===== config.mk =====
export PLATFORM = sky130hd
export DESIGN_NAME = rly_sess_ram
export DESIGN_NICKNAME = d
export VERILOG_FILES = /design/src/rtl/rly_sess_ram.sv
export SDC_FILE = /design/constraint.sdc
export NUM_CORES = 1
export LEC_CHECK = 0
export BUFFER_PORTS_ARGS = -buffer_cell sky130_fd_sc_hd__buf_2
export CAP_MARGIN = 20
export CORE_AREA = 2 2 93 95
export DETAILED_ROUTE_END_ITERATION = 8
export DIE_AREA = 0 0 95 97
export PLACE_DENSITY = 0.83
export SYNTH_ARGS = -nofsm -noshare
export SYNTH_HDL_FRONTEND = slang
export SYNTH_SLANG_ARGS = --single-unit

===== constraint.sdc =====
create_clock -name i_clk -period 2.5 [get_ports i_clk]
set_clock_uncertainty 0.1 [all_clocks]
set_input_delay 0.125 -clock i_clk [delete_from_list [all_inputs] [get_ports i_clk]]
set_output_delay 0.125 -clock i_clk [all_outputs]
set_load 0.02 [all_outputs]

===== src/rtl/rly_sess_ram.sv =====
`default_nettype none

module rly_sess_ram #(
    parameter int WIDTH = 8,
    parameter int DEPTH = 16
) (
    input  wire                             i_clk,
    input  wire                             i_we,
    input  wire [$clog2(DEPTH > 1 ? DEPTH : 2)-1:0] i_waddr,
    input  wire [WIDTH-1:0]                 i_wdata,
    input  wire                             i_re,
    input  wire [$clog2(DEPTH > 1 ? DEPTH : 2)-1:0] i_raddr,
    output logic [WIDTH-1:0]                o_rdata
);

    logic [WIDTH-1:0] r_mem [DEPTH];

    always_ff @(posedge i_clk) begin
        if (i_we) begin
            r_mem[i_waddr] <= i_wdata;
        end
        if (i_re) begin
            o_rdata <= r_mem[i_raddr];
        end
    end

endmodule

`default_nettype wire


==> results.sh <==
export IMPL_gp_congestion=0.795
export IMPL_max_clock_path_buffers=2
export IMPL_max_clock_freq_ghz=0.587
export IMPL_io_pins=27
export IMPL_total_via_count_after_detailed_routing=2606
export IMPL_n_antenna_cell=0
export IMPL_worstPathCellList="mux4_1, a22oi_1, nand2_1"
export IMPL_primary_flip_flop_cell_chosen_by_synthesis_mapping="edfxtp_1"
export IMPL_coreArea_um2=8130
export IMPL_grt_start_max_net_pins=22
export IMPL_hold_depth=3
export IMPL_cts_hold_repair_buffers=9
export IMPL_number_of_synthesized_flops_with_an_enable_pin=136
export IMPL_endpoint_kind_of_the_worst_setup_timing_path="flop"
export IMPL_run_status="finished, final reports clean"
export IMPL_wirelength_mm=10.8
export IMPL_r2r_end="o_rdata[5]"
export IMPL_timing_hold_violations_final=0
export IMPL_die_width_um=95
export IMPL_max_cap_violations=0
export IMPL_hp_start="i_waddr[0]"
export IMPL_worst_setup_slack_for_register_to_register_paths_ns=0.80
export IMPL_dp_hpwl_mm=6.33
export IMPL_period_minus_slack_ns=1.70
export IMPL_netlist_top_cells_count="edfxtp_1 (136), mux4_2 (18), a22oi_1 (16), mux4_1 (14), nor2_1 (13)"
export IMPL_drt_wirelength_per_cell_um=26.3
export IMPL_p_per_area_nw_per_um2=868
export IMPL_die_height_um=97
export IMPL_flow_area_growth_from_synthesis_pct=20.1
export IMPL_timing_worst_slew_pin_value_ns=0.790
export IMPL_synth_yosys_seq_area_share=0.781
export IMPL_post_synth_main_area_contributors="edfxtp_1 (78%), mux4_2 (7.8%), mux4_1 (7.0%)"
export IMPL_critical_path_top_delay_family="multiplexers"
export IMPL_clk_pin_slew_worst_paths_ns=0.06
export IMPL_report_final_slew_viol_count=0
export IMPL_finalSetupViolCount=0
export IMPL_whs_endpoint="r_mem[0][1]"
export IMPL_dieArea_um2=9220
export IMPL_placementRows=33
export IMPL_syn_avg_cell_area_um2=22.8
export IMPL_detail_route_antenna_nets=0
export IMPL_rr_startpoint="r_mem[8][5]"
export IMPL_vias_per_cell=6.34
export IMPL_clock_sinks=136
export IMPL_post_synth_top_area_cell="edfxtp_1"
export IMPL_min_delay_path_class="in2reg"
export IMPL_area_of_placed_instances_um2=5570
export IMPL_r2r_worst_path_cells=3
export IMPL_slew_limit_headroom=0.472
export IMPL_grt_pass1_vias=2721
export IMPL_grt_overflow_total=0
export IMPL_timing_critical_path_from="r_mem[8][5]"
export IMPL_cts_resized_gates=0
export IMPL_cts_setup_buffers=0
export IMPL_synth_async_reset_ratio=0
export IMPL_initial_drt_markers=275
export IMPL_critPathArrivalTime_ns=1.85
export IMPL_grt_use_total=0.258
export IMPL_worst_path_max_delay_cell="mux4_1"
export IMPL_drt_pass1_iter_count=4
export IMPL_cellLeakagePower_nw=2.16
export IMPL_grt_setup_unrepaired="false"
export IMPL_initial_core_utilization=0.643
export IMPL_post_synth_top_area_fraction=0.781
export IMPL_syn_instance_count=229
export IMPL_cpPeakStageDelay_ns=0.52
export IMPL_summed_area_of_non_filler_cells_in_the_final_layout_um2=6280
export IMPL_min_period_over_period=0.681
export IMPL_antenna_found_initial=0
export IMPL_timing_critical_path_buf_inv=0
export IMPL_ys_warnings_count=0
export IMPL_grt_first_pass_wirelength_mm=16.3
export IMPL_cp_required_ns=2.65
export IMPL_type_of_the_worst_setup_path="reg2reg"
export IMPL_ir_worst_vdd_v=0.000757
export IMPL_timing_setup_tns_ns=0
export IMPL_minimum_hold_slack_ns=0.0742
export IMPL_synthMostInstantiatedCell="edfxtp_1"
export IMPL_post_route_drc_count=0
export IMPL_port_buffers=26
export IMPL_number_of_unique_standard_cell_types_used_by_synthesis=18
export IMPL_clock_tree_htree_level_count=4
export IMPL_path_max_fanout=1
export IMPL_critPathLaunchType="flop"
export IMPL_clock_insertion_delay_worst_skew_ns=0.51
export IMPL_ys_seq_elements=136
export IMPL_drive_gt1_frac=0.304
export IMPL_clock_tree_root="clkbuf_8"
export IMPL_design_power_total_w=0.00545
export IMPL_worstSetupPathDepth=3
export IMPL_post_synth_instance_area_um2=5230
export IMPL_finish_utilization=0.772
export IMPL_nNetsFinal=312
export IMPL_cts_inserted_buffers=17
export IMPL_tritoncts_clock_tree="done"
export IMPL_post_synthesis_net_count=248
==> cell families (layout without fill, tap and decap cells) <==
| family | Yosys count | after routing | share of synthesized area |
|---|---|---|---|
| muxes | 32 | 32 | 0.148 |
| and+or+nand+nor | 35 | 35 | 0.0314 |
| buffers and inverters | 10 | 87 | 0.0165 |
| DFF | 136 | 136 | 0.781 |
| AOI/OAI and AO/OA | 16 | 16 | 0.0230 |
==> cell type report <==
type                       count  area, um2
sequential                   136       4080
fill                         397       1860
multi-input combinational     83       1060
clock buffer                  19        422
timing repair buffer          55        383
clock inverter                13        201
tap                          105        131
==> layout by cell type (no fill, tap or decap) <==
cell / synthesis / final
buf_2: 3 / 26
and2b_1: 1 / 1
nand3b_1: 2 / 2
dlygate4sd3_1: 0 / 9
or3b_2: 1 / 1
buf_4: 1 / 19
bufinv_16: 0 / 5
nand2b_1: 2 / 2
nor3_1: 4 / 4
a22oi_1: 16 / 16
clkbuf_16: 0 / 16
clkinvlp_4: 0 / 1
clkinv_4: 0 / 2
mux4_1: 14 / 14
clkbuf_1: 0 / 2
clkinv_2: 0 / 2
clkinv_1: 0 / 2
nor2b_1: 1 / 1
buf_12: 0 / 1
clkbuf_8: 0 / 1
mux4_2: 18 / 18
inv_6: 0 / 1
and2_1: 1 / 1
edfxtp_1: 136 / 136
nor2_1: 13 / 13
nand2_1: 9 / 9
nand3_1: 1 / 1
==> per-layer routing <==
metal / global-route usage / vias up / wire, um
met1: 0.359 / 1327 / 4330
met4: 0.113 / 0 / 236
met5: 0 / - / 0
met2: 0.396 / 147 / 5540
met3: 0.0631 / 24 / 707
li1: - / 1108 / -
==> metrics by stage <==
step	setup slack [ns]	instances
after detailed placement	0.424	370
final	0.797	411
after global routing	0.749	411
after CTS	0.829	411
after global placement	0.465	370
after floorplan	0.782	229
==> worst max-delay path by stage <==
stage	slack [ns]	to
finish	0.80	o_rdata[5]
global route	0.75	o_rdata[5]
CTS	0.83	o_rdata[5]
detailed placement	0.42	o_rdata[5]
global placement	0.46	o_rdata[5]
floorplan	0.78	r_mem[0][0]
==> registers in the layout, summed over array words and instances, names as in the netlist <==
| register | count |
|---|---|
| r_mem | 128 |
| o_rdata | 8 |
==> worst reg2reg max path, delay by kind of cell, from the launching register on <==
family / cells / cell delay (ns)
compound gates: 1 / 0.34
flops: 1 / 0.39
mux: 1 / 0.52
simple gates: 1 / 0.09
==> report_power, final <==
group,internal [W],total (W),switching (W)
sequential,0.00257,0.00259,0.0000165
combinational,0.000108,0.000261,0.000153
clock,0.00171,0.00260,0.000884
total,0.00439,0.00545,0.00105
(Power assumes the default switching activity.)
