<file path="config.mk">
export PLATFORM = sky130hd
export DESIGN_NAME = rly_sess_match
export DESIGN_NICKNAME = d
export VERILOG_FILES = /design/src/rtl/rly_sess_pkg.sv /design/src/rtl/rly_sess_match.sv
export SDC_FILE = /design/constraint.sdc
export NUM_CORES = 1
export LEC_CHECK = 0
export BUFFER_PORTS_ARGS = -buffer_cell sky130_fd_sc_hd__buf_2
export CAP_MARGIN = 20
export CORE_AREA = 3 3 145 147
export DETAILED_ROUTE_END_ITERATION = 7
export DIE_AREA = 0 0 148 150
export GPL_TIMING_DRIVEN = 0
export PLACE_DENSITY_LB_ADDON = 0.1
export SLEW_MARGIN = 30
export SYNTH_ARGS = -nofsm -noshare
export SYNTH_HDL_FRONTEND = slang
export SYNTH_SLANG_ARGS = --single-unit
</file>
<file path="constraint.sdc">
create_clock -name vclk -period 1.5
set_clock_uncertainty 0.05 [all_clocks]
set_input_delay 0.15 -clock vclk [all_inputs]
set_output_delay 0.15 -clock vclk [all_outputs]
set_load 0.05 [all_outputs]
</file>
<file path="src/rtl/rly_sess_pkg.sv">
`default_nettype none

package rly_sess_pkg;

    localparam logic [1:0] ACT_PACKET  = 2'd0;
    localparam logic [1:0] ACT_CREATE  = 2'd1;
    localparam logic [1:0] ACT_DESTROY = 2'd2;
    localparam logic [1:0] ACT_CLEANUP = 2'd3;

    localparam logic [2:0] STS_OK        = 3'd0;
    localparam logic [2:0] STS_SHORT     = 3'd1;
    localparam logic [2:0] STS_BAD_MAGIC = 3'd2;
    localparam logic [2:0] STS_NO_SESS   = 3'd3;
    localparam logic [2:0] STS_FULL      = 3'd4;
    localparam logic [2:0] STS_NO_ID     = 3'd5;

    localparam logic [0:0] REG_TIMEOUT = 1'b0;
    localparam logic [0:0] REG_MAGIC   = 1'b1;

    localparam logic [31:0] TIMEOUT_RESET = 32'd300000;
    localparam logic [31:0] MAGIC_RESET   = 32'h5243_4F4E;
    localparam logic [15:0] MIN_PKT_LEN   = 16'd32;

    typedef struct packed {
        logic        vld;
        logic [31:0] id;
        logic [47:0] peer_a;
        logic [47:0] peer_b;
        logic [63:0] bytes;
        logic [47:0] last_seen;
    } t_entry;

    typedef struct packed {
        logic hit;
        logic src_is_a;
    } t_match;

    typedef struct packed {
        logic [63:0] relayed_packets;
        logic [63:0] relayed_bytes;
        logic [6:0]  peak_live;
        logic [6:0]  live_sessions;
        logic [6:0]  freed_count;
        logic [63:0] freed_bytes;
        logic [31:0] session_number;
        logic [47:0] destination;
        logic [2:0]  status;
    } t_result;

endpackage

`default_nettype wire

</file>
<file path="src/rtl/rly_sess_match.sv">
`default_nettype none

// Shared compare unit: judge one table entry for the operation in flight.
module rly_sess_match (
    input  wire                  [1:0]  i_action,
    input  rly_sess_pkg::t_entry        i_entry,
    input  wire                  [47:0] i_src,
    input  wire                  [31:0] i_target,
    input  wire                  [47:0] i_deadline,
    output rly_sess_pkg::t_match        o_match
);

    logic w_is_a;
    logic w_is_b;

    always_comb begin
        w_is_a = (i_entry.peer_a == i_src);
        w_is_b = (i_entry.peer_b == i_src);
        o_match.src_is_a = w_is_a;
        case (i_action)
            rly_sess_pkg::ACT_PACKET:  o_match.hit = i_entry.vld && (w_is_a || w_is_b);
            rly_sess_pkg::ACT_CREATE:  o_match.hit = !i_entry.vld;
            rly_sess_pkg::ACT_DESTROY: o_match.hit = i_entry.vld && (i_entry.id == i_target);
            rly_sess_pkg::ACT_CLEANUP: o_match.hit = i_entry.vld &&
                                                     (i_entry.last_seen < i_deadline);
            default:                   o_match.hit = 1'b0;
        endcase
    end

endmodule

`default_nettype wire

</file>
==> run_results.csv, run 1 <==
group,metric,value,unit
run_status,outcome,"finished, violations left",
run_status,violations,"setup timing",
yosys,yosys.area.top_type,"xor2_1",
cells_and_area,syn_to_final_growth,87.55,%
yosys,netlist_top_cells_count,"xor2_1, inv_1, ha_1, nor4_1, nand4_1",
sta,hold_viol,0,
sta,maxSlewHeadroom,76.80,%
grt,grt_pass1_wl,19190,um
placed_design,dp.cells,925,
pwr,irDropWorstVdd,0.0001090,V
pwr,p_switching,0.5551,mW
yosys,synth_nets,764,
setup_path,cp-end-kind,"primary output",
pwr,cellLeakagePower,2.649,nW
cells_and_area,seq_cells,0,
cells_and_area,final-seq-area,0,sq um
sta,worst_slack,-510.3,ps
setup_path,required,1300,ps
cells_and_area,layout-drive-gt1-share,54.86,%
detailed_routing,first_pass_iters,2,
detailed_routing,route.detailed.drc,0,
die,rows,52,
cells_and_area,finalNetCount,1078,
placed_design,dp_hpwl,12680,um
die,die_w,148,um
pwr,swShare,45.89,%
die,io_pins,373,
pwr,power.density,243.0,nW/um^2
yosys,synth.cell_area,2654,sq um
yosys,yosysWarnings,0,
setup_path,critPathKind,"primary input to primary output",
die,die_h,150,um
grt,track_usage,10.76,%
pwr,power_frac_comb,100.0,%
sta,rsz0062_at_grt,"yes",
detailed_routing,drtAntennaViolNets,0,
detailed_routing,dr.first_iter.drc_count,28,
die,coreArea,20040,sq um
detailed_routing,drt-total-wl,13350,um
yosys,netlist_top_cells_area,"xor2_1, ha_1, inv_1",
detailed_routing,viasPerCell,3.808,
cells_and_area,final_area,4977,sq um
setup_path,startpoint_type,"primary input",
clocking,cts_hold_buf,0,
grt,antenna_found_initial,3,
grt,grt_pass1_vias,3851,
grt,grt.overflow.total,0,
hold_path,hold_path_class,"primary input to primary output",
sta,drv_slew,0,
detailed_routing,wl_per_cell,14.38,um
pwr,clkPwrFrac,0,%
detailed_routing,routed-via-count,3534,
sta,hold_ws,786.1,ps
die,initial_core_util,13.24,%
cells_and_area,diodes,0,
die,die_area,22200,sq um
yosys,avgSynthCellArea,7.670,sq um
yosys,yosysMostFrequentCell,"xor2_1",
yosys,syn_inst,346,
cells_and_area,fill_cells,2322,
sta,worstMarginPinSlew,345.1,ps
placed_design,post-place-ws,-993.2,ps
sta,layout_min_cycle_time,2010,ps
placed_design,io_buffers,309,
sta,fin_crit_sh,134.0,%
cells_and_area,final_util,24.84,%
sta,max_freq,0.4974,GHz
placed_design,place_congestion,0.7710,
setup_path,startpoint,"i_entry[25]",
yosys,synth_top_area_share,37.29,%
yosys,ys_seq_area_share,0,%
setup_path,worstPathMaxFanout,3,
pwr,intPower,0.6545,mW
setup_path,crit_arrival,1810,ps
sta,setup_violations,2,
job,maxCapViolCount,0,
cells_and_area,clkbuf_count,0,
placed_design,dpl_cell_area,4591,sq um
grt,grt_max_degree,5,
pwr,seqPwrFrac,0,%
setup_path,crit_path_end,"o_match[1]",
cells_and_area,fin_cells,928,
yosys,synth.distinct_cells,35,
per-layer routing:
| layer | part of all wire (%) | global-route usage [%] | vias up |
|---|---|---|---|
| met4 | 0.18 | 0.1848 | 6 |
| met2 | 55 | 22.33 | 168 |
| met1 | 36 | 11.40 | 1510 |
| met5 | 0.33 | 0 | - |
| met3 | 8.6 | 2.695 | 8 |
| li1 | - | - | 1842 |
stage by stage:
| stage | power, mW | TNS [ps] |
|---|---|---|
| finish | 1.210 | -763.9 |
| global route | 1.365 | -983.7 |
| CTS | 1.174 | -849.4 |
| detailed placement | 1.108 | -1542 |
| global placement | 1.101 | -1486 |
| floorplan | 0.4880 | -398.1 |
critical path, cell delays in order:
cell	delay, ps
buf_2	120
ha_4	260
nand4_1	160
or4_4	590
o31ai_4	250
o211ai_2	100
buf_6	170
final cells by class:
type	count	area, sq um	area share, %
buffer	1	7.507	0.1508
inverter	49	198.9	3.997
multi-input combinational	296	2766	55.58
tap	270	337.8	6.787
timing repair buffer	312	1667	33.48
cells in the final DEF (no fill, tap or decap), types with 4 or more instances in the layout:
cell type	synthesis	final
buf_2	0	294
a21o_1	4	4
buf_4	1	4
inv_2	0	6
nand3_1	6	6
nor4_2	1	7
ha_4	0	10
nor4_4	1	4
o21ai_0	6	4
xor2_1	113	113
nand4_1	16	16
ha_1	47	36
a21oi_1	15	13
nor4_1	28	19
inv_1	49	41
nand2_1	10	10
xnor2_1	15	13
buf_6	0	14
timing repair:
item	CTS	global route
pin swaps	17	21
gates cloned	0	0
buffers inserted	1	2
setup endpoints to repair	2	2
resized for setup	36	30
logic make-up (layout without fill, tap and decap cells):
group | after synthesis | after routing | synth area share (%)
XOR/XNOR | 128 | 128 | 42.24
adder cells (fa/ha/maj) | 47 | 47 | 22.16
AO/OA/AOI/OAI | 42 | 42 | 10.18
AND/OR/NAND/NOR | 79 | 79 | 18.20
buffers and inverters | 50 | 362 | 7.214
how the worst min path moves through the flow:
stage | slack (ps) | endpoint | depth (start not counted) | from
after floorplan | 620 | o_match[1] | 2 | i_action[1]
after detailed placement | 870 | o_match[1] | 4 | i_action[1]
after CTS | 830 | o_match[1] | 4 | i_action[1]
after global routing | 840 | o_match[1] | 4 | i_action[1]
after global placement | 860 | o_match[1] | 4 | i_action[1]
final | 790 | o_match[1] | 4 | i_action[1]
power groups by stage:
stage | combinational [mW] | clock [mW] | sequential, mW
after floorplan | 0.488 | 0 | 0
after global placement | 1.10 | 0 | 0
after detailed placement | 1.11 | 0 | 0
after CTS | 1.17 | 0 | 0
after global routing | 1.36 | 0 | 0
final | 1.21 | 0 | 0
(Power assumes the default switching activity.)
==> inputs of run 2 (changes only) <==
CORE_AREA = 3 3 144 146   (was 3 3 145 147)
DIE_AREA = 0 0 147 149   (was 0 0 148 150)
clock period = 2.6 ns   (was 1.5 ns; I/O delays follow)
==> run_results.csv, run 2 (synthesized netlist as in run 1, its figures left out) <==
group,metric,value,unit
cells_and_area,final_common_cell,"buf_2",
grt,antenna_found_initial,3,
die,die_h,149,um
cells_and_area,fill_cells,2258,
setup_path,critPathKind,"primary input to primary output",
job,maxCapViolCount,0,
die,rows,51,
sta,worst_slack,173.9,ps
cells_and_area,syn_to_final_growth,72.80,%
detailed_routing,wl_per_cell,14.38,um
sta,tns,0,ps
cells_and_area,finalNetCount,1075,
detailed_routing,route.detailed.drc,0,
sta,drv_slew,0,
run_status,outcome,"completed",
setup_path,worstPathMaxFanout,2,
placed_design,dp_hpwl,13030,um
cells_and_area,clkbuf_count,0,
sta,hold_viol,0,
placed_design,post-place-ws,-140.9,ps
die,coreArea,19530,sq um
cells_and_area,seq_cells,0,
cells_and_area,final_cell_mix,"buf_2, xor2_1, inv_1, ha_1, nor4_1",
cells_and_area,layout-drive-gt1-share,48.70,%
grt,grt.overflow.total,0,
detailed_routing,viasPerCell,3.759,
sta,worstMarginPinSlew,518.3,ps
placed_design,io_buffers,309,
die,initial_core_util,13.59,%
sta,setup_violations,0,
die,io_pins,373,
die,die_area,21900,sq um
clocking,cts_hold_buf,0,
detailed_routing,drtAntennaViolNets,0,
grt,grt_pass1_wl,19650,um
grt,track_usage,11.20,%
detailed_routing,drt-total-wl,13280,um
detailed_routing,routed-via-count,3470,
pwr,cellLeakagePower,2.576,nW
sta,rsz0062_at_grt,"no",
detailed_routing,first_pass_iters,4,
die,die_w,147,um
sta,maxSlewHeadroom,65.13,%
grt,grt_pass1_vias,3930,
setup_path,required,2290,ps
placed_design,dpl_cell_area,4532,sq um
pwr,irDropWorstVdd,0.00005056,V
setup_path,startpoint_type,"primary input",
placed_design,place_congestion,0.8018,
grt,grt_max_degree,5,
pwr,power.density,136.5,nW/um^2
sta,fin_crit_sh,93.31,%
setup_path,crit_arrival,2120,ps
cells_and_area,final-seq-area,0,sq um
clocking,cts_setup_buffers,0,
hold_path,hold_path_class,"primary input to primary output",
detailed_routing,dr.first_iter.drc_count,57,
sta,max_freq,0.4122,GHz
setup_path,cp-end-kind,"primary output",
sta,layout_min_cycle_time,2426,ps
cells_and_area,final_area,4586,sq um
[run 2: cell count changes in the layout (fill, tap and decap cells not counted), sizes merged]
cell,before,now
buf,313,310
diode,0,3
[run 2: stage by stage]
stage	instances	hold slack [ps]	power (mW)	util, %
finish	923	1014	0.6258	23.48
global route	923	1083	0.7119	23.48
CTS	920	1063	0.6381	23.32
detailed placement	920	1084	0.6301	23.21
global placement	920	1072	0.6238	23.21
floorplan	346	842.1	0.2759	-
[run 2: cell type report]
type	count	area [sq um]	share of cell area, %
Tap cell	265	331.6	7.231
Buffer	1	7.507	0.1637
Multi-Input combinational cell	296	2502	54.57
Timing Repair Buffer	309	1553	33.86
Antenna cell	3	7.507	0.1637
Inverter	49	183.9	4.011
[run 2: worst paths after layout]
kind / from / end / depth (start not counted)
max: i_entry[4] / o_match[1] / 9
min: i_action[1] / o_match[1] / 4
[run 2: critical path, stage by stage]
cell and delay, ps:
buf_2 100, ha_1 300, a21o_1 190, a2111oi_0 360, o21ai_0 170, a21oi_1 250, o31ai_2 130, o211ai_2 190
buf_6 180
[run 2: where the power goes]
group / switching [mW] / internal [mW] / leakage (nW)
combinational: 0.288 / 0.337 / 2.58
sequential: 0 / 0 / 0
clock: 0 / 0.000000154 / 0.0000190
[run 2: timing repair]
action,4_1_cts,5_1_grt
resized for setup,4,5
endpoints found under the setup margin,1,1
pin swaps,0,1
endpoints found under the hold margin,0,0
[run 2: layer usage]
metal | part of all wire, % | GRT usage, % | routed length, um | vias up
met5 | 0.090 | 0 | 12 | -
met4 | 0.60 | 0.5592 | 79 | 2
met3 | 8.5 | 2.796 | 1132 | 6
met2 | 55 | 23.53 | 7305 | 173
met1 | 36 | 11.56 | 4744 | 1457
li1 | - | - | - | 1832
==> inputs of run 3 (changes only) <==
CELL_PAD_IN_SITES_DETAIL_PLACEMENT = 1   (was not set)
CELL_PAD_IN_SITES_GLOBAL_PLACEMENT = 1   (was not set)
CORE_AREA = 3 3 142 144   (was 3 3 144 146)
DIE_AREA = 0 0 145 147   (was 0 0 147 149)
==> run_results.csv, run 3 (synthesized netlist as in run 1, its figures left out) <==
group,metric,value,unit
run_status,outcome,"completed",
cells_and_area,clkbuf_count,0,
sta,maxSlewHeadroom,64.75,%
setup_path,startpoint_type,"primary input",
clocking,cts_hold_buf,0,
setup_path,cp-end-kind,"primary output",
grt,grt.overflow.total,0,
grt,track_usage,11.64,%
sta,layout_min_cycle_time,2470,ps
setup_path,startpoint,"i_src[41]",
placed_design,post-place-ws,-72.80,ps
job,maxCapViolCount,0,
sta,worst_slack,130.3,ps
pwr,total_power,0.6318,mW
detailed_routing,routed-via-count,3488,
detailed_routing,wl_per_cell,14.62,um
cells_and_area,finalNetCount,1075,
grt,grt_pass1_vias,4020,
detailed_routing,viasPerCell,3.808,
sta,setup_violations,0,
cells_and_area,fill_cells,2408,
sta,drv_slew,0,
hold_path,min_path_cells,4,
cells_and_area,final-seq-area,0,sq um
die,rows,50,
die,die_h,147,um
placed_design,io_buffers,309,
pwr,power.density,138.3,nW/um^2
placed_design,place_congestion,0.7925,
setup_path,worstPathMaxFanout,2,
die,die_area,21320,sq um
sta,max_freq,0.4049,GHz
placed_design,dp.cells,915,
detailed_routing,drtAntennaViolNets,0,
clocking,cts_setup_buffers,0,
grt,grt_max_degree,5,
sta,tns,0,ps
cells_and_area,multi_input_area,2501,sq um
cells_and_area,final_cell_mix,"buf_2, xor2_1, inv_1, ha_1, nor4_1",
pwr,cellLeakagePower,2.572,nW
pwr,irDropWorstVdd,0.00003893,V
hold_path,hold_start,"i_action[1]",
detailed_routing,first_pass_iters,4,
die,coreArea,18830,sq um
placed_design,dp_hpwl,12980,um
grt,grt_pass1_wl,20290,um
sta,worstMarginPinSlew,515.5,ps
cells_and_area,seq_cells,0,
die,io_pins,373,
setup_path,required,2290,ps
cells_and_area,fin_cells,916,
hold_path,hold_path_class,"primary input to primary output",
setup_path,critPathKind,"primary input to primary output",
cells_and_area,syn_to_final_growth,72.18,%
cells_and_area,final_common_cell,"buf_2",
detailed_routing,dr.first_iter.drc_count,23,
die,initial_core_util,14.09,%
setup_path,crit_arrival,2160,ps
detailed_routing,route.detailed.drc,0,
hold_path,hold-path-endpoint,"o_match[1]",
sta,hold_viol,0,
sta,fin_crit_sh,94.99,%
detailed_routing,drt-total-wl,13400,um
grt,antenna_found_initial,1,
die,die_w,145,um
cells_and_area,layout-drive-gt1-share,48.70,%
run 3: how the worst max path moves through the flow:
stage               slack, ps    endpoint
floorplan                 380  o_match[1]
global placement          -90  o_match[1]
detailed placement        -70  o_match[1]
CTS                         5  o_match[1]
global route              -80  o_match[1]
finish                    130  o_match[1]
run 3: layout make-up:
class / instances / area share (%)
Multi-Input combinational cell: 296 / 54.74
Timing Repair Buffer: 309 / 33.90
Tap cell: 260 / 7.119
Inverter: 49 / 4.025
Buffer: 1 / 0.1643
Antenna cell: 1 / 0.05476
run 3: critical path: stages:
cell and delay, ps:
buf_2 110, xor2_1 160, nor4_1 510, nand4_1 260
nor4_4 350, a41oi_1 140, o211ai_2 120, clkbuf_4 250
run 3: power breakdown:
group / leakage (nW) / total, mW / switching [mW] / internal [mW]
sequential: 0 / 0 / 0 / 0
combinational: 2.57 / 0.632 / 0.294 / 0.338
clock: 0.00000634 / 0.0000000514 / 0 / 0.0000000514
total: 2.57 / 0.632 / 0.294 / 0.338
run 3: stage by stage:
stage	hold WS, ps	utilization, %	instance area (sq um)
after floorplan	842.1	-	2654
after global placement	1093	24.03	4526
after detailed placement	1098	24.03	4526
after CTS	1101	24.17	4551
after global routing	1143	24.27	4569
final	1084	24.27	4569
run 3: metal layers:
metal	vias up	track usage (%)	part of all wire, %
met3	8	2.838	8.0
met1	1483	12.58	38
met5	-	0	0
met2	168	23.66	54
met4	0	0.8551	0.84
li1	1829	-	-
run 3: timing repair:
action | CTS | global route
resized for setup | 4 | 5
gates cloned | 0 | 0
endpoints found under the setup margin | 1 | 1
